<file path="src/rtl/sector_run_bitmap_allocator_assert.svh">
// Assertion shorthands, clocked on clk and held off while rst_n is low.
`ifndef SECTOR_RUN_BITMAP_ALLOCATOR_ASSERT_SVH
`define SECTOR_RUN_BITMAP_ALLOCATOR_ASSERT_SVH

// consequent checked in the same cycle
`define SRA_ASSERT_SAME(label, ante, cons) \
  label: assert property (@(posedge clk) disable iff (!rst_n) (ante) |-> (cons)) \
    else $error("sector run allocator: assertion failed");

// consequent checked in the cycle after the antecedent
`define SRA_ASSERT_NEXT(label, ante, cons) \
  label: assert property (@(posedge clk) disable iff (!rst_n) (ante) |=> (cons)) \
    else $error("sector run allocator: assertion failed");

`endif

</file>
<file path="src/rtl/sra_pkg.sv">
package sra_pkg;

  localparam int LEN_W = 13;

  localparam logic ACT_ALLOC = 1'b0;
  localparam logic ACT_FREE  = 1'b1;

  localparam logic [2:0] ST_OK       = 3'd0;
  localparam logic [2:0] ST_NO_FREE  = 3'd1;
  localparam logic [2:0] ST_USED     = 3'd2;
  localparam logic [2:0] ST_PAST_END = 3'd3;
  localparam logic [2:0] ST_NOT_USED = 3'd4;

  localparam logic REG_FIRST_DATA_SECTOR = 1'b0;
  localparam logic REG_MAP_SIZE_BITS     = 1'b1;

  localparam logic [15:0] MAP_SIZE_MASK = 16'hFFF8;
  localparam logic [7:0]  BYTE_FULL     = 8'hFF;

  typedef struct packed {
    logic clr;      // clearing pass: write one byte, advance
    logic load;     // capture input item
    logic prep;     // start of item: rewind address, work out start bit of a free
    logic scan;     // look at one map byte for a clear bit
    logic nofree;   // no clear bit in the map
    logic setup;    // set up the run walk from the start bit
    logic mark;     // allocate: set run bits of one byte
    logic check;    // free: check run bits of one byte
    logic unset;    // free: clear run bits of one byte
    logic finish;   // load result register
  } cmd_t;

  typedef struct packed {
    logic clr_last;
    logic is_free;
    logic len_zero;
    logic map_empty;
    logic byte_free;
    logic scan_last;
    logic range_bad;
    logic run_last;
    logic bad;
  } sts_t;

  // bits off .. off+take-1 of one byte
  function automatic logic [7:0] run_mask(logic [2:0] off, logic [3:0] take);
    logic [15:0] m;
    m = ((16'h1 << take) - 16'h1) << off;
    return m[7:0];
  endfunction

  // lowest clear bit among bits 0..6, else 7
  function automatic logic [2:0] first_zero(logic [7:0] v);
    logic [2:0] r;
    r = 3'd7;
    for (int k = 6; k >= 0; k--) begin
      if (!v[k]) r = 3'(k);
    end
    return r;
  endfunction

endpackage

</file>
<file path="src/rtl/sra_ctrl.sv">
module sra_ctrl (
  input  logic          clk,
  input  logic          rst_n,
  input  logic          in_tvalid,
  output logic          in_tready,
  output logic          out_tvalid,
  input  logic          out_tready,
  input  sra_pkg::sts_t sts,
  output sra_pkg::cmd_t cmd
);
  import sra_pkg::*;

  typedef enum logic [3:0] {
    S_CLEAR, S_IDLE, S_PREP, S_SCAN_RD, S_SCAN_EX, S_SETUP, S_RUN_RD, S_RUN_EX, S_DONE
  } state_t;

  state_t state_r, state_nxt;
  logic   pass2_r, pass2_nxt;
  logic   out_valid_r, out_valid_nxt;

  assign in_tready  = (state_r == S_IDLE);
  assign out_tvalid = out_valid_r;

  always_comb begin
    state_nxt     = state_r;
    pass2_nxt     = pass2_r;
    out_valid_nxt = out_valid_r && !out_tready;
    cmd           = '0;
    case (state_r)
      S_CLEAR: begin
        cmd.clr = 1'b1;
        if (sts.clr_last) state_nxt = S_IDLE;
      end
      S_IDLE: begin
        if (in_tvalid) begin
          cmd.load  = 1'b1;
          pass2_nxt = 1'b0;
          state_nxt = S_PREP;
        end
      end
      S_PREP: begin
        cmd.prep = 1'b1;
        if (sts.len_zero) begin
          state_nxt = S_DONE;
        end else if (sts.is_free) begin
          state_nxt = S_SETUP;
        end else if (sts.map_empty) begin
          cmd.nofree = 1'b1;
          state_nxt  = S_DONE;
        end else begin
          state_nxt = S_SCAN_RD;
        end
      end
      S_SCAN_RD: state_nxt = S_SCAN_EX;
      S_SCAN_EX: begin
        cmd.scan = 1'b1;
        if (sts.byte_free) begin
          state_nxt = S_SETUP;
        end else if (sts.scan_last) begin
          cmd.nofree = 1'b1;
          state_nxt  = S_DONE;
        end else begin
          state_nxt = S_SCAN_RD;
        end
      end
      S_SETUP: begin
        cmd.setup = 1'b1;
        if (sts.is_free && (sts.range_bad || (pass2_r && sts.bad))) state_nxt = S_DONE;
        else state_nxt = S_RUN_RD;
      end
      S_RUN_RD: state_nxt = S_RUN_EX;
      S_RUN_EX: begin
        if (!sts.is_free) begin
          cmd.mark = 1'b1;
          state_nxt = sts.run_last ? S_DONE : S_RUN_RD;
        end else if (!pass2_r) begin
          cmd.check = 1'b1;
          if (sts.run_last) begin
            pass2_nxt = 1'b1;
            state_nxt = S_SETUP;
          end else begin
            state_nxt = S_RUN_RD;
          end
        end else begin
          cmd.unset = 1'b1;
          state_nxt = sts.run_last ? S_DONE : S_RUN_RD;
        end
      end
      S_DONE: begin
        if (!out_valid_r || out_tready) begin
          cmd.finish    = 1'b1;
          out_valid_nxt = 1'b1;
          state_nxt     = S_IDLE;
        end
      end
      default: state_nxt = S_IDLE;
    endcase
  end

  always_ff @(posedge clk) begin
    if (!rst_n) begin
      state_r     <= S_CLEAR;
      pass2_r     <= 1'b0;
      out_valid_r <= 1'b0;
    end else begin
      state_r     <= state_nxt;
      pass2_r     <= pass2_nxt;
      out_valid_r <= out_valid_nxt;
    end
  end

endmodule

</file>
<file path="config.mk">
export PLATFORM = sky130hd
export DESIGN_NAME = sra_ctrl
export DESIGN_NICKNAME = d
export VERILOG_FILES = /design/src/rtl/sector_run_bitmap_allocator_assert.svh /design/src/rtl/sra_pkg.sv /design/src/rtl/sra_ctrl.sv
export SDC_FILE = /design/constraint.sdc
export NUM_CORES = 1
export LEC_CHECK = 0
export ABC_AREA = 1
export BUFFER_PORTS_ARGS = -buffer_cell sky130_fd_sc_hd__buf_2
export CAP_MARGIN = 25
export CORE_MARGIN = 8
export CORE_UTILIZATION = 40
export DETAILED_ROUTE_END_ITERATION = 8
export PLACE_DENSITY = 0.72
export SLEW_MARGIN = 40
export SYNTH_ARGS = -nofsm -noshare
export SYNTH_HDL_FRONTEND = slang
export SYNTH_SLANG_ARGS = --single-unit
</file>
<file path="constraint.sdc">
create_clock -name clk -period 2.3 [get_ports clk]
set_input_delay 0.115 -clock clk [delete_from_list [all_inputs] [get_ports clk]]
set_output_delay 0.115 -clock clk [all_outputs]
set_load 0.01 [all_outputs]
</file>
==> reports/qor.txt <==
Diode count = 0
Post-cts gate resize count = 0
Initial core utilization = 0.434
Synth warn = 0
Skew final = 2.42 ps
Initial antenna violation count = 0
Net Sw Frac = 0.309
Die H = 53.8 um
FFs w/ async S/R, synth = 0
Final period util = 0.671
Min Hold Slack = 109 ps
Placed Cells = 150
Leading register cell type out of synthesis = dfxtp_1
Crit path launch type = flip-flop
DR WL/cell = 10.3 um
Ports = 25
Worst Max-Slew Pin Slew = 292 ps
Normalized max-slew margin = 0.804
Clk buf depth = 2
Final wirelength = 1580 um
DRT Pass-1 Iters = 4
Initial DRC Count = 24
PortBufs = 24
Die width = 53.8 um
RSZ-0062 raised after global routing = no
Standard-cell rows = 13
Fin nets = 153
Syn_area_per_cell = 5.11 um^2
Max-slew violations = 0
Switching power = 88.6 uW
Synth area leaders = nand2_1 (22%), dfxtp_1 (21%), nor2_1 (18%)
Cell Int Power = 198 uW
Min cycle time layout = 1540 ps
Top cell type by total area after synthesis = nand2_1
Total core area = 1320 um^2
Number of synthesized flops with an enable pin = 0
Final hold violation count = 0
Min-delay worst type = in2reg
CTS tree = built
DIE AREA = 2900 um^2
Gpl congestion = 0.906
Data required, critical path = 2180 ps
Syn Nets = 125
Most numerous cell in the Yosys netlist = nand2_1
P&R area growth vs syn = 27.4%
Pwr per Cell Area = 393 nW/um^2
Final HPWL DP = 1370 um
Layout cells sized above 1 = 0.217
Setup CP Type = reg2out
Design area = 728 um^2
WP data arrival = 1430 ps
Peak supply drop = 311 uV
Number of nets still failing antenna checks after routing = 0
Status = finished clean
Setup TNS = 0 ps
Sequential-to-total area share from yosys stat = 0.210
Flop pwr share = 0.397
Fmax = 648 MHz
Synth top area share = 0.217
Cell Count, Final, Fillers Out = 153
Yosys reg bits = 6
First-pass GRT wire length = 2760 um
Drt drc = 0
Sink Count = 6
Clock slew seen by the registers of the worst setup and hold paths = 40 ps
Overall power = 286 uW
Via density = 4.99
Library cells used by synthesis = 18
Setup Fix Bufs, Post-CTS = 0
Htree depth = 1
Total GRT Usage = 0.123
Count of hold-fix buffers inserted at cts = 0
Commonest cells post-synth = nand2_1 (33), nor2_1 (27), inv_1 (18)
Via count = 763
Grt ovf = 0
TritonCTS Buffers = 3
Static leakage = 0.000437 uW
Largest net degree at the start of global routing = 11
Post-Syn Instances = 112
Max Cap Viol = 0
Final setup viols = 0
Comb pwr share = 0.278
Placed instance area = 706 um^2
CP max FO = 6
Clock Power Share = 0.325
Vias in the first global route = 730
Clk_lat worst skew = 240 ps
Critical Path Sink Type = output pin
Synth Cell Area = 572 um^2
CTS root buf = clkbuf_4
[kinds of logic after synthesis]
kind of cell           synth area share
AO/OA/AOI/OAI                     0.101
buffers and inverters             0.133
flip-flops                        0.210
AND/OR/NAND/NOR                   0.556
[per-layer routing]
layer	wire, um	part of all wire	global-route usage
met1	667	0.42	0.134
met2	746	0.47	0.212
met3	154	0.097	0.0523
met4	10	0.0063	0.0378
met5	0	0	0
[path summary, 6_finish.rpt]
check	from	to	slack, ps	cells after the start
hold / removal	rst_n	state_r[3]	110	3
setup / recovery	state_r[2]	cmd[5]	760	4
hold reg to reg	pass2_r	pass2_r	540	2
setup reg to reg	state_r[1]	state_r[0]	1060	8
[cells in the final DEF (no fill, tap or decap)]
cell type  count
nor2_1        27
nand4_1        1
dfxtp_1        6
nor2_4         1
o41ai_1        1
inv_1         18
o22ai_1        1
inv_2          1
a21boi_0       1
o21ai_0        5
buf_2         24
nor3_1         3
nor2_2         1
nand2_1       33
clkbuf_4       3
nor4_1         1
nand3_1        8
nand3b_1       1
a21oi_1        2
[final cells by class]
class                   instances  area (um^2)
fillers                       147          589
multi-input cells              86          375
flip-flops and latches          6          120
repair buffers                 24          120
inverters                      19         71.3
clock buffers                   3         22.5
well taps                      15         18.8
[power by group through the flow]
stage               Sequential (uW)  Clock [uW]  Combinational (uW)
finish                          114        93.2                79.5
global route                    115         104                92.9
CTS                             114        99.8                80.8
detailed placement              115           0                80.4
global placement                116           0                79.3
floorplan                       114           0                52.1
[per-stage QoR]
stage,utilization,worst slack [ps]
after floorplan,-,1070
after global placement,0.536,1040
after global routing,0.553,567
after detailed placement,0.536,1020
after CTS,0.553,751
final,0.553,757
[state kept, by name, summed over array words and instances (netlist names)]
register    count
out_tvalid      1
pass2_r         1
state_r         4
[worst max-delay path: stages, from the launching register on]
cell	delay, ps
dfxtp_1	340
nor2_1	240
nand2_1	180
o41ai_1	250
buf_2	180
Power figures use the tool's default switching activity.
